### config.mk
export PLATFORM = sky130hd
export DESIGN_NAME = smis_fpu
export DESIGN_NICKNAME = d
export VERILOG_FILES = /design/src/smis_pkg.sv /design/src/smis_fpu.sv
export SDC_FILE = /design/constraint.sdc
export NUM_CORES = 2
export LEC_CHECK = 0
export BUFFER_PORTS_ARGS = -buffer_cell sky130_fd_sc_hd__buf_4
export CAP_MARGIN = 20
export CORE_ASPECT_RATIO = 0.6
export CORE_MARGIN = 10
export CORE_UTILIZATION = 30
export CTS_BUF_LIST = sky130_fd_sc_hd__clkbuf_8 sky130_fd_sc_hd__clkbuf_16
export CTS_CLUSTER_DIAMETER = 60
export DETAILED_ROUTE_END_ITERATION = 8
export PLACE_DENSITY = 0.43
export REMOVE_ABC_BUFFERS = 1
export SYNTH_ARGS = -nofsm -noshare
export SYNTH_HDL_FRONTEND = slang
export SYNTH_SLANG_ARGS = --single-unit
### constraint.sdc
create_clock -name clk -period 7.2 [get_ports clk]
set_input_delay 0.36 -clock clk [delete_from_list [all_inputs] [get_ports clk]]
set_output_delay 0.36 -clock clk [all_outputs]
set_load 0.01 [all_outputs]
### src/smis_pkg.sv
// Shared types, constants and index helpers for the sweep-operator matrix inverter.
package smis_pkg;

	localparam int MAX_ORDER   = 8;
	localparam int STORE_DEPTH = MAX_ORDER * (MAX_ORDER + 1) / 2;
	localparam int IDX_W       = $clog2(STORE_DEPTH);

	localparam logic [63:0] NEG_ONE      = 64'hBFF0_0000_0000_0000;
	localparam logic [63:0] DEFAULT_NAN  = 64'hFFF8_0000_0000_0000;
	localparam logic [63:0] DIV_ZERO_NAN = 64'h7FF8_0000_0000_0000;
	localparam logic [63:0] QUIET_BIT    = 64'h0008_0000_0000_0000;

	typedef enum logic [1:0] {
		OP_MUL,
		OP_DIV,
		OP_SUB
	} fpu_op_t;

	typedef struct packed {
		logic    start;
		fpu_op_t op;
	} fpu_req_t;

	typedef enum logic [3:0] {
		F_IDLE,
		F_NORM,
		F_MUL,
		F_DIV,
		F_FIN,
		F_ALIGN,
		F_ADD,
		F_LNORM,
		F_DENORM,
		F_ROUND,
		F_DONE
	} fpu_state_t;

	typedef enum logic [4:0] {
		ST_IDLE,
		ST_PIV_RD,
		ST_PIV_WT,
		ST_P1_CHK,
		ST_P1_RDX,
		ST_P1_RDY,
		ST_P1_WY,
		ST_MUL_GO,
		ST_MUL_WT,
		ST_DIV_GO,
		ST_DIV_WT,
		ST_P1_RDZ,
		ST_P1_WZ,
		ST_SUB_GO,
		ST_SUB_WT,
		ST_P2_CHK,
		ST_P2_RD,
		ST_P2_WT,
		ST_P2_GO,
		ST_P2_DWT,
		ST_P3_GO,
		ST_P3_WT,
		ST_OUT_RD,
		ST_OUT_EMIT
	} seq_state_t;

	// packed lower-triangle address of (r,c), either order
	function automatic logic [IDX_W-1:0] tri_idx(logic [2:0] r, logic [2:0] c);
		logic [2:0] hi;
		logic [2:0] lo;
		logic [6:0] prod;
		hi   = (r > c) ? r : c;
		lo   = (r > c) ? c : r;
		prod = {4'b0, hi} * ({4'b0, hi} + 7'd1);
		return IDX_W'(prod[6:1]) + IDX_W'(lo);
	endfunction

	function automatic logic [IDX_W-1:0] tri_total(logic [3:0] n);
		logic [7:0] prod;
		prod = {4'b0, n} * ({4'b0, n} + 8'd1);
		return IDX_W'(prod[7:1]);
	endfunction

endpackage

### src/smis_fpu.sv
// Shared iterative double-precision unit: multiply, divide and subtract with RNE rounding.
module smis_fpu (
	input  logic               clk,
	input  logic               arst_n,
	input  smis_pkg::fpu_req_t req,
	input  logic [63:0]        opa,
	input  logic [63:0]        opb,
	output logic               done,
	output logic [63:0]        result
);
	import smis_pkg::*;

	localparam logic signed [12:0] EMIN  = -13'sd1022;
	localparam logic signed [12:0] EMAX  = 13'sd1023;
	localparam logic signed [12:0] EBIAS = 13'sd1023;

	fpu_state_t fst_q, fst_d;

	fpu_op_t            op_q;
	logic               sa_q, snb_q, sign_q, effsub_q, sticky_q;
	logic signed [12:0] ea_q, eb_q, e_q;
	logic [52:0]        ma_q, mb_q;
	logic [105:0]       acc_q;
	logic [55:0]        mplr_q;
	logic [5:0]         cnt_q;
	logic [53:0]        rem_q;
	logic [55:0]        quo_q, big_q, sml_q, sig_q;
	logic [63:0]        res_q;

	logic        a_nan, a_inf, a_zero, b_nan, b_inf, b_zero, sx;
	logic        spec_hit;
	logic [63:0] spec_val;

	function automatic logic signed [12:0] unpack_exp(logic [10:0] be);
		return (be == 11'd0) ? EMIN : ($signed({2'b0, be}) - EBIAS);
	endfunction

	// special operands resolve at once
	always_comb begin
		a_nan    = (&opa[62:52]) & (|opa[51:0]);
		a_inf    = (&opa[62:52]) & ~(|opa[51:0]);
		a_zero   = ~(|opa[62:0]);
		b_nan    = (&opb[62:52]) & (|opb[51:0]);
		b_inf    = (&opb[62:52]) & ~(|opb[51:0]);
		b_zero   = ~(|opb[62:0]);
		sx       = opa[63] ^ opb[63];
		spec_hit = 1'b1;
		spec_val = '0;
		case (req.op)
			OP_MUL: begin
				if (a_nan)                                spec_val = opa | QUIET_BIT;
				else if (b_nan)                           spec_val = opb | QUIET_BIT;
				else if ((a_inf && b_zero) || (a_zero && b_inf)) spec_val = DEFAULT_NAN;
				else if (a_inf || b_inf)                  spec_val = {sx, 11'h7FF, 52'h0};
				else if (a_zero || b_zero)                spec_val = {sx, 63'h0};
				else                                      spec_hit = 1'b0;
			end
			OP_DIV: begin
				if (b_zero)                spec_val = (a_nan || a_zero) ? DIV_ZERO_NAN
				                                                         : {sx, 11'h7FF, 52'h0};
				else if (a_nan)            spec_val = opa | QUIET_BIT;
				else if (b_nan)            spec_val = opb | QUIET_BIT;
				else if (a_inf && b_inf)   spec_val = DEFAULT_NAN;
				else if (a_inf)            spec_val = {sx, 11'h7FF, 52'h0};
				else if (b_inf || a_zero)  spec_val = {sx, 63'h0};
				else                       spec_hit = 1'b0;
			end
			default: begin
				if (a_nan)                 spec_val = opa | QUIET_BIT;
				else if (b_nan)            spec_val = opb | QUIET_BIT;
				else if (a_inf && b_inf)   spec_val = (opa[63] == opb[63]) ? DEFAULT_NAN : opa;
				else if (a_inf)            spec_val = opa;
				else if (b_inf)            spec_val = {~opb[63], opb[62:0]};
				else if (a_zero && b_zero) spec_val = {opa[63] & ~opb[63], 63'h0};
				else if (a_zero)           spec_val = {~opb[63], opb[62:0]};
				else if (b_zero)           spec_val = opa;
				else                       spec_hit = 1'b0;
			end
		endcase
	end

	// datapath helpers
	logic [56:0]        pp;
	logic               ge;
	logic [53:0]        rem_sub;
	logic               a_big;
	logic [12:0]        ediff;
	logic [52:0]        smlm;
	logic [55:0]        sm56, sh56, lost_mask;
	logic               lost;
	logic [56:0]        sum57;
	logic               r_up;
	logic [53:0]        mant54;
	logic [52:0]        mant53;
	logic signed [12:0] e_r, be_r;
	logic [63:0]        round_val;

	always_comb begin
		pp      = ma_q * mplr_q[55:52];
		ge      = rem_q >= {1'b0, mb_q};
		rem_sub = rem_q - {1'b0, mb_q};

		a_big = (ea_q > eb_q) || ((ea_q == eb_q) && (ma_q >= mb_q));
		ediff = a_big ? 13'(ea_q - eb_q) : 13'(eb_q - ea_q);
		smlm  = a_big ? mb_q : ma_q;
		sm56  = {smlm, 3'b0};
		if (ediff >= 13'd56) begin
			sh56      = '0;
			lost_mask = '1;
		end else begin
			sh56      = sm56 >> ediff[5:0];
			lost_mask = (56'd1 << ediff[5:0]) - 56'd1;
		end
		lost = |(sm56 & lost_mask);

		sum57 = effsub_q ? ({1'b0, big_q} - {1'b0, sml_q}) : ({1'b0, big_q} + {1'b0, sml_q});

		r_up   = sig_q[2] & (sig_q[1] | sig_q[0] | sticky_q | sig_q[3]);
		mant54 = {1'b0, sig_q[55:3]} + {53'b0, r_up};
		mant53 = mant54[53] ? mant54[53:1] : mant54[52:0];
		e_r    = mant54[53] ? (e_q + 13'sd1) : e_q;
		be_r   = e_r + EBIAS;
		if (e_r > EMAX)       round_val = {sign_q, 11'h7FF, 52'h0};
		else if (!mant53[52]) round_val = {sign_q, 11'h0, mant53[51:0]};
		else                  round_val = {sign_q, be_r[10:0], mant53[51:0]};
	end

	always_ff @(posedge clk or negedge arst_n) begin
		if (!arst_n) begin
			fst_q <= F_IDLE;
		end else begin
			fst_q <= fst_d;
		end
	end

	always_comb begin
		fst_d = fst_q;
		done  = 1'b0;
		unique case (fst_q)
			F_IDLE: begin
				if (req.start) fst_d = spec_hit ? F_DONE : F_NORM;
			end
			F_NORM: begin
				if (ma_q[52] && mb_q[52]) begin
					case (op_q)
						OP_MUL:  fst_d = F_MUL;
						OP_DIV:  fst_d = F_DIV;
						default: fst_d = F_ALIGN;
					endcase
				end
			end
			F_MUL:    if (cnt_q == 6'd13) fst_d = F_FIN;
			F_DIV:    if (cnt_q == 6'd55) fst_d = F_FIN;
			F_FIN:    fst_d = F_LNORM;
			F_ALIGN:  fst_d = F_ADD;
			F_ADD:    fst_d = F_LNORM;
			F_LNORM: begin
				if (sig_q == '0)   fst_d = F_DONE;
				else if (sig_q[55]) fst_d = F_DENORM;
			end
			F_DENORM: if (!(e_q < EMIN)) fst_d = F_ROUND;
			F_ROUND:  fst_d = F_DONE;
			F_DONE: begin
				done  = 1'b1;
				fst_d = F_IDLE;
			end
			default:  fst_d = F_IDLE;
		endcase
	end

	always_ff @(posedge clk) begin
		case (fst_q)
			F_IDLE: begin
				if (req.start) begin
					op_q   <= req.op;
					res_q  <= spec_val;
					ea_q   <= unpack_exp(opa[62:52]);
					eb_q   <= unpack_exp(opb[62:52]);
					ma_q   <= {|opa[62:52], opa[51:0]};
					mb_q   <= {|opb[62:52], opb[51:0]};
					sa_q   <= opa[63];
					snb_q  <= ~opb[63];
					sign_q <= opa[63] ^ opb[63];
				end
			end
			F_NORM: begin
				if (ma_q[52] && mb_q[52]) begin
					acc_q  <= '0;
					mplr_q <= {3'b0, mb_q};
					rem_q  <= {1'b0, ma_q};
					quo_q  <= '0;
					cnt_q  <= '0;
				end else begin
					// subnormal inputs: one bit a cycle
					if (!ma_q[52]) begin
						ma_q <= ma_q << 1;
						ea_q <= ea_q - 13'sd1;
					end
					if (!mb_q[52]) begin
						mb_q <= mb_q << 1;
						eb_q <= eb_q - 13'sd1;
					end
				end
			end
			F_MUL: begin
				acc_q  <= (acc_q << 4) + {49'b0, pp};
				mplr_q <= mplr_q << 4;
				cnt_q  <= cnt_q + 6'd1;
			end
			F_DIV: begin
				quo_q <= {quo_q[54:0], ge};
				rem_q <= ge ? (rem_sub << 1) : (rem_q << 1);
				cnt_q <= cnt_q + 6'd1;
			end
			F_FIN: begin
				if (op_q == OP_MUL) begin
					if (acc_q[105]) begin
						sig_q    <= acc_q[105:50];
						sticky_q <= |acc_q[49:0];
						e_q      <= ea_q + eb_q + 13'sd1;
					end else begin
						sig_q    <= acc_q[104:49];
						sticky_q <= |acc_q[48:0];
						e_q      <= ea_q + eb_q;
					end
				end else begin
					sticky_q <= |rem_q;
					if (quo_q[55]) begin
						sig_q <= quo_q;
						e_q   <= ea_q - eb_q;
					end else begin
						sig_q <= {quo_q[54:0], 1'b0};
						e_q   <= ea_q - eb_q - 13'sd1;
					end
				end
			end
			F_ALIGN: begin
				big_q    <= {(a_big ? ma_q : mb_q), 3'b0};
				sml_q    <= {sh56[55:1], sh56[0] | lost};
				e_q      <= a_big ? ea_q : eb_q;
				sign_q   <= a_big ? sa_q : snb_q;
				effsub_q <= sa_q ^ snb_q;
			end
			F_ADD: begin
				sticky_q <= 1'b0;
				if (sum57[56]) begin
					sig_q <= {sum57[56:2], sum57[1] | sum57[0]};
					e_q   <= e_q + 13'sd1;
				end else begin
					sig_q <= sum57[55:0];
				end
			end
			F_LNORM: begin
				if (sig_q == '0) begin
					res_q <= '0;
				end else if (!sig_q[55]) begin
					sig_q <= sig_q << 1;
					e_q   <= e_q - 13'sd1;
				end
			end
			F_DENORM: begin
				if (e_q < EMIN) begin
					if (sig_q == '0) begin
						e_q <= EMIN;
					end else begin
						sticky_q <= sticky_q | sig_q[0];
						sig_q    <= sig_q >> 1;
						e_q      <= e_q + 13'sd1;
					end
				end
			end
			F_ROUND: res_q <= round_val;
			default: ;
		endcase
	end

	assign result = res_q;

endmodule

After elaboration in Yosys (flattened, before gate mapping)
Index checks and enable logic that the tools add are counted.
{"block": "totals", "regBits": 663, "wordCells": 281, "inputBits": 133}
{"block": "classes", "eq_ne": 31, "shifts": 2, "order_cmp": 6, "add_sub_neg": 19, "n_reduce_logical": 55, "n_mul": 1, "muxes": 122, "bitwise": 20}
{"operator": "$mux 64", "count": 23}
{"operator": "$mux 56", "count": 11}
{"operator": "$mux 53", "count": 9}
{"operator": "$mux 13", "count": 19}
{"operator": "$pmux 56 s2", "count": 2}
{"operator": "$pmux 56 s4", "count": 1}
{"operator": "$pmux 106 s2", "count": 1}
{"operator": "$pmux 53 s2", "count": 2}
{"operator": "$pmux 64 s3", "count": 1}
{"operator": "$pmux 64 s2", "count": 1}
{"operator": "$mux 63", "count": 2}
{"operator": "$reduce_or 63->1", "count": 2}
{"operator": "$mux 54", "count": 2}
{"operator": "$pmux 54 s2", "count": 1}
{"operator": "$add 106x57->106", "count": 1}
{"operator": "$mux 106", "count": 1}
{"operator": "$reduce_or 52->1", "count": 2}
{"operator": "$pmux 13 s5", "count": 1}
{"operator": "$add 56x56->57", "count": 1}
{"operator": "$mul 53x4->57", "count": 1}
{"operator": "$mux 57", "count": 1}
{"operator": "$sub 56x56->57", "count": 1}
{"operator": "$and 56x56->56", "count": 1}
{"operator": "$logic_not 56->1", "count": 1}
{"operator": "63 further kinds", "count": 168}

Longest topological paths before layout
{"block": "depth", "depth_word": 14, "mapped_depth": 24, "depth_no_buf": 21}

Worst setup path before layout
No wires, ideal clock.
{"block": "synth_path", "path_kind": "flip-flop to flip-flop", "startpoint": "reg sig_q[19]", "endpoint": "reg res_q[0] (netlist: result[0]) (enable)", "t_required_ps": 6625, "path_slack_ps": 213, "stages_incl_launch_ff": 7, "synth_period_minus_slack_ps": 6987, "t_arrival_ps": 6412, "cell_sequence": "edfxtp_1 clkbuf_1 nor4_1 nand4_1 nor4_1 a22oi_1 o21ai_0"}
{"block": "synth_via", "elab_chain_cells": 3}
{"element": "from (decl)", "line": "smis_fpu.sv:27", "text": "logic [55:0] quo_q, big_q, sml_q, sig_q;"}
{"element": "from (signal assigned)", "line": "smis_fpu.sv:218", "text": "sig_q <= acc_q[105:50];"}
{"element": "from (signal assigned)", "line": "smis_fpu.sv:222", "text": "sig_q <= acc_q[104:49];"}
{"element": "from (signal assigned)", "line": "smis_fpu.sv:229", "text": "sig_q <= quo_q;"}
{"element": "$logic_not 56->1", "line": "smis_fpu.sv:254", "text": "if (sig_q == '0) begin"}
{"element": "$ne 2x2->1 (no source line)"}
{"element": "$reduce_and 3->1 (no source line)"}
{"element": "to (signal assigned)", "line": "smis_fpu.sv:176", "text": "res_q <= spec_val;"}
{"element": "to (signal assigned)", "line": "smis_fpu.sv:272", "text": "F_ROUND: res_q <= round_val;"}
{"element": "to (decl)", "line": "smis_fpu.sv:28", "text": "logic [63:0] res_q;"}
No other way between the ends.
A chain may end at the register's enable or synchronous reset.

Worst setup path in the final report
{"block": "layout_path", "startpoint": "reg mb_q[51]", "endpoint": "reg sml_q[0], data pin"}
{"block": "layout_via", "elab_chain_cells": 10, "elab_cells_between_ends": 14, "cone_classes": "add/sub: 1; order compare: 2; shift: 2; mux: 4; bitwise: 2; reduce/logical: 3"}
{"element": "from (decl)", "line": "smis_fpu.sv:22", "text": "logic [52:0] ma_q, mb_q;"}
{"element": "from (signal assigned)", "line": "smis_fpu.sv:180", "text": "mb_q <= {|opb[62:52], opb[51:0]};"}
{"element": "from (signal assigned)", "line": "smis_fpu.sv:200", "text": "mb_q <= mb_q << 1;"}
{"element": "$ge 53x53->1", "line": "smis_fpu.sv:103", "text": "a_big = (ea_q > eb_q) || ((ea_q == eb_q) && (ma_q >= mb_q));"}
{"element": "$logic_and 1x1->1", "line": "smis_fpu.sv:103"}
{"element": "$logic_or 1x1->1", "line": "smis_fpu.sv:103"}
{"element": "$mux 13", "line": "smis_fpu.sv:104", "text": "ediff = a_big ? 13'(ea_q - eb_q) : 13'(eb_q - ea_q);"}
{"element": "$shl 1x6->56", "line": "smis_fpu.sv:112", "text": "lost_mask = (56'd1 << ediff[5:0]) - 56'd1;"}
{"element": "$sub 56x1->56", "line": "smis_fpu.sv:112"}
{"element": "$mux 56", "line": "smis_fpu.sv:107", "text": "if (ediff >= 13'd56) begin"}
{"element": "$and 56x56->56", "line": "smis_fpu.sv:114", "text": "lost = |(sm56 & lost_mask);"}
{"element": "$reduce_or 56->1", "line": "smis_fpu.sv:114"}
{"element": "$or 1x1->1 *", "line": "smis_fpu.sv:239", "text": "sml_q <= {sh56[55:1], sh56[0] | lost};"}
{"element": "to (signal assigned)", "line": "smis_fpu.sv:239"}
{"element": "to (decl)", "line": "smis_fpu.sv:27"}
Every way passes the cells marked *; elsewhere a longest branch is shown, timed or not.

==> results by group <==
Final layout
  – Most frequent cells in the layout: 915 x nand2_1, 732 x buf_4, 659 x edfxtp_1
  – Layout cells sized above 1: between 10% and 20%
  – Synthesis-to-finish area growth: 18.82%
  – Final Util: 35.80%
  – Layout net count: roughly 8300
  – Final cell count without fillers: roughly 11000
  – Design Area, Final: 73670 um^2
  – Most common cell after layout, fill and taps aside: nand2_1
  – Filler cell count: ~21000

Placement
  – Dpl cells: roughly 10000
  – Place WS: between 0.6 and 0.7 ns
  – I/O Buffers: 197
  – Final Wtd Congestion: 1.008
  – Final HPWL DP: 277700 um
  – Placement Cell Area: 69720 um^2

Yosys
  – Adder-Cell Fraction of Synth Area: a little under an eighth
  – Post-Syn Area: between 60000 and 70000 um^2
  – Compound-Gate Fraction of Synth Area: 20.93%
  – Main combinational cell family by area after synthesis: compound AO/OA/AOI/OAI gates
  – Synth Area per Inst: 8.539 um^2
  – Post-synthesis simple-gate area fraction: a little under a fifth
  – Syn Inst Count: 7261
  – FF+latch count, synth: 663
  – Synth top area cells: edfxtp_1 32%, ha_1 6.7%, nand2_1 5.6%, fa_1 5.1%, o21ai_0 5.1%
  – Top_reg_cell synth: edfxtp_1
  – Mux share of post-synthesis cell area: under 10%
  – Post-synthesis sequential area ratio: about a third
  – Cell taking the most area after synthesis: edfxtp_1
  – Area share of the largest cell type after synthesis: 31.92%
  – EDFF count, synth: 659
  – Synthesis warning total: 0
  – Library cells used by synthesis: 97
  – Post-Synth XOR/XNOR Area: between 5 and 6%
  – Asr flop ratio synth: less than 1%

Worst setup path
  – Startpoint types: flip-flop
  – Critical R2R Launch: mb_q[51]
  – Data arrival, critical path: 7.17 ns
  – CP max FO: 24
  – FF-to-FF End: sml_q[0]
  – Critical path class: flip-flop to flip-flop
  – R2R Setup Slk: 0.50 ns
  – Req. time, crit path: between 7 and 8 ns
  – Reg2reg path depth: 20
  – CP endpoint kind: flip-flop

Clock tree
  – H-tree depth: 3
  – CTS Buf Count: 91
  – Gates resized, CTS repair: 0
  – Post-CTS setup buffer count: 0
  – Clock Sink Count: 663
  – CTS tree: built
  – Clk root buf: clkbuf_16
  – Clock-pin slew on the worst setup and hold paths: 0.07 ns
  – CTS Buffer Depth: 3
  – CTS hold repair buffers: 72
  – Clk_lat worst skew: 0.75 ns

Drt
  – ANT nets after route: 0
  – 1st-iter DRT viols: 9141
  – Wire per inst: between 30 and 40 um
  – Vias per cell: a little under 6
  – 1st-pass router iterations: 8
  – DRC viols: 0
  – Detailed Route WL: 346400 um
  – Routed via count: 62610

Timing
  – Final hold slack: 0.01227 ns
  – Post-route setup TNS: 0 ns
  – Final Slew Violations: 0
  – Setup Skew: 0.04423 ns
  – RSZ-0062 raised after global routing: no
  – Worst Tran Pin Value: 1.240 ns
  – Final WS setup: 0.5026 ns
  – Final period utilization: 93.02%
  – Hold Vio Cnt, Final: 0
  – Rel. slew slack: between 10% and 20%
  – Final Setup Violations: 0
  – Minimum clock period: 6.697 ns
  – Fmax: 0.1493 GHz

Power and ir drop
  – P_leak: 29.15 nW
  – Worst vdd ir: 0.4341 mV
  – Pwr Total: 46.05 mW
  – Power Density: 625.1 nW/um^2

GRT
  – Antenna violations before repair: 43
  – Total gr overflow: 0
  – Total track usage: about 30%
  – First-pass GRT wire length: 478300 um
  – Largest net degree at the start of global routing: 140
  – Vias in the first global route: 58050

Floorplanning
  – Die W: 606.9 um
  – Die H: 372.1 um
  – Starting Density: between 30 and 40%
  – Core outline area: 205800 um^2
  – Cell Rows: 129
  – # IOs: 198
  – Die area: around 230000 um^2

Worst hold path
  – Worst hold start: opa[44]
  – Min-Delay Path Depth: 3
  – Hold worst-path end: ma_q[44]
  – Min-delay worst type: primary input to flip-flop

Flow run
  – Max-cap violations: 0

Run status
  – Status: finished clean
layout make-up:
type / count / area (um^2) / area share (%)
tap: 2751 / 3442 / 4.672
antenna: 16 / 40.04 / 0.05435
clock inverter: 76 / 832.0 / 1.129
multi-input combinational: 5717 / 39030 / 52.98
timing repair buffer: 826 / 6625 / 8.993
sequential: 663 / 19890 / 27.00
clock buffer: 93 / 2327 / 3.159
inverter: 395 / 1485 / 2.016
registers in the layout (all words and copies together) (netlist names), 53 cells and up:
signal,count
big_q,53
sig_q,56
mb_q,53
mplr_q,56
ma_q,53
result,64
quo_q,56
rem_q,54
acc_q,106
sml_q,56
cell usage after synthesis (all sizes together), types with 68 or more instances:
| library cell | count |
|---|---|
| and2 | 176 |
| a21o | 128 |
| a31oi | 90 |
| inv | 394 |
| edfxtp | 659 |
| xor2 | 147 |
| xnor2 | 212 |
| nor2 | 533 |
| nor4 | 122 |
| nand4 | 96 |
| clkbuf | 403 |
| fa | 159 |
| buf | 83 |
| a21oi | 532 |
| and3 | 69 |
| o31ai | 78 |
| nor2b | 68 |
| o21ai | 631 |
| mux2i | 221 |
| nor3 | 143 |
| ha | 333 |
| nand2 | 924 |
| nand3 | 188 |
| a211oi | 99 |
kinds of logic (layout without fill, tap and decap cells):
kind of cell	Yosys count	after routing
and+or+nand+nor	2499	2499
buffers and inverters	881	1390
adders and majority gates	493	493
muxes	297	297
xor gates and xnor gates	359	359
other	0	16
AOI/OAI and AO/OA	2069	2069
DFF	663	663
per-layer routing:
| layer | share of wire, % | routed length (um) | global-route usage (%) |
|---|---|---|---|
| met5 | 0.10 | 351 | 0.7609 |
| met4 | 4.1 | 14080 | 10.10 |
| met3 | 12 | 40280 | 8.958 |
| met2 | 37 | 128400 | 38.31 |
| met1 | 47 | 163200 | 45.19 |
critical path: stages, from the launching register on:
cell,delay (ns)
edfxtp_1,0.40
inv_1,0.37
buf_4,0.27
ha_1,0.25
nor2b_1,0.13
o21ai_0,0.64
nand4b_1,0.54
nor2_1,0.45
o2111ai_2,0.20
buf_12,0.22
a21oi_1,0.52
buf_4,0.25
o221ai_1,0.20
buf_4,0.22
nor4_1,0.62
buf_4,0.23
o221ai_1,0.14
nor4_1,0.21
buf_4,0.19
o221ai_1,0.14
nand4b_1,0.22
power breakdown:
group          internal, mW  switching, mW
clock                  2.85           2.12
sequential             6.55           1.82
combinational          11.8           20.9
worst max-delay path by stage:
stage               start          to  slack (ns)
4_1_cts        mplr_q[55]  acc_q[104]        0.65
5_1_grt        mplr_q[55]  acc_q[105]        0.19
3_5_place_dp   mplr_q[55]  acc_q[104]        0.67
3_3_place_gp   mplr_q[55]  acc_q[100]        0.74
6_report         mb_q[51]    sml_q[0]        0.50
2_1_floorplan     ea_q[0]    sml_q[0]       -5.28
Note: power is estimated with default switching activity, not from simulation.
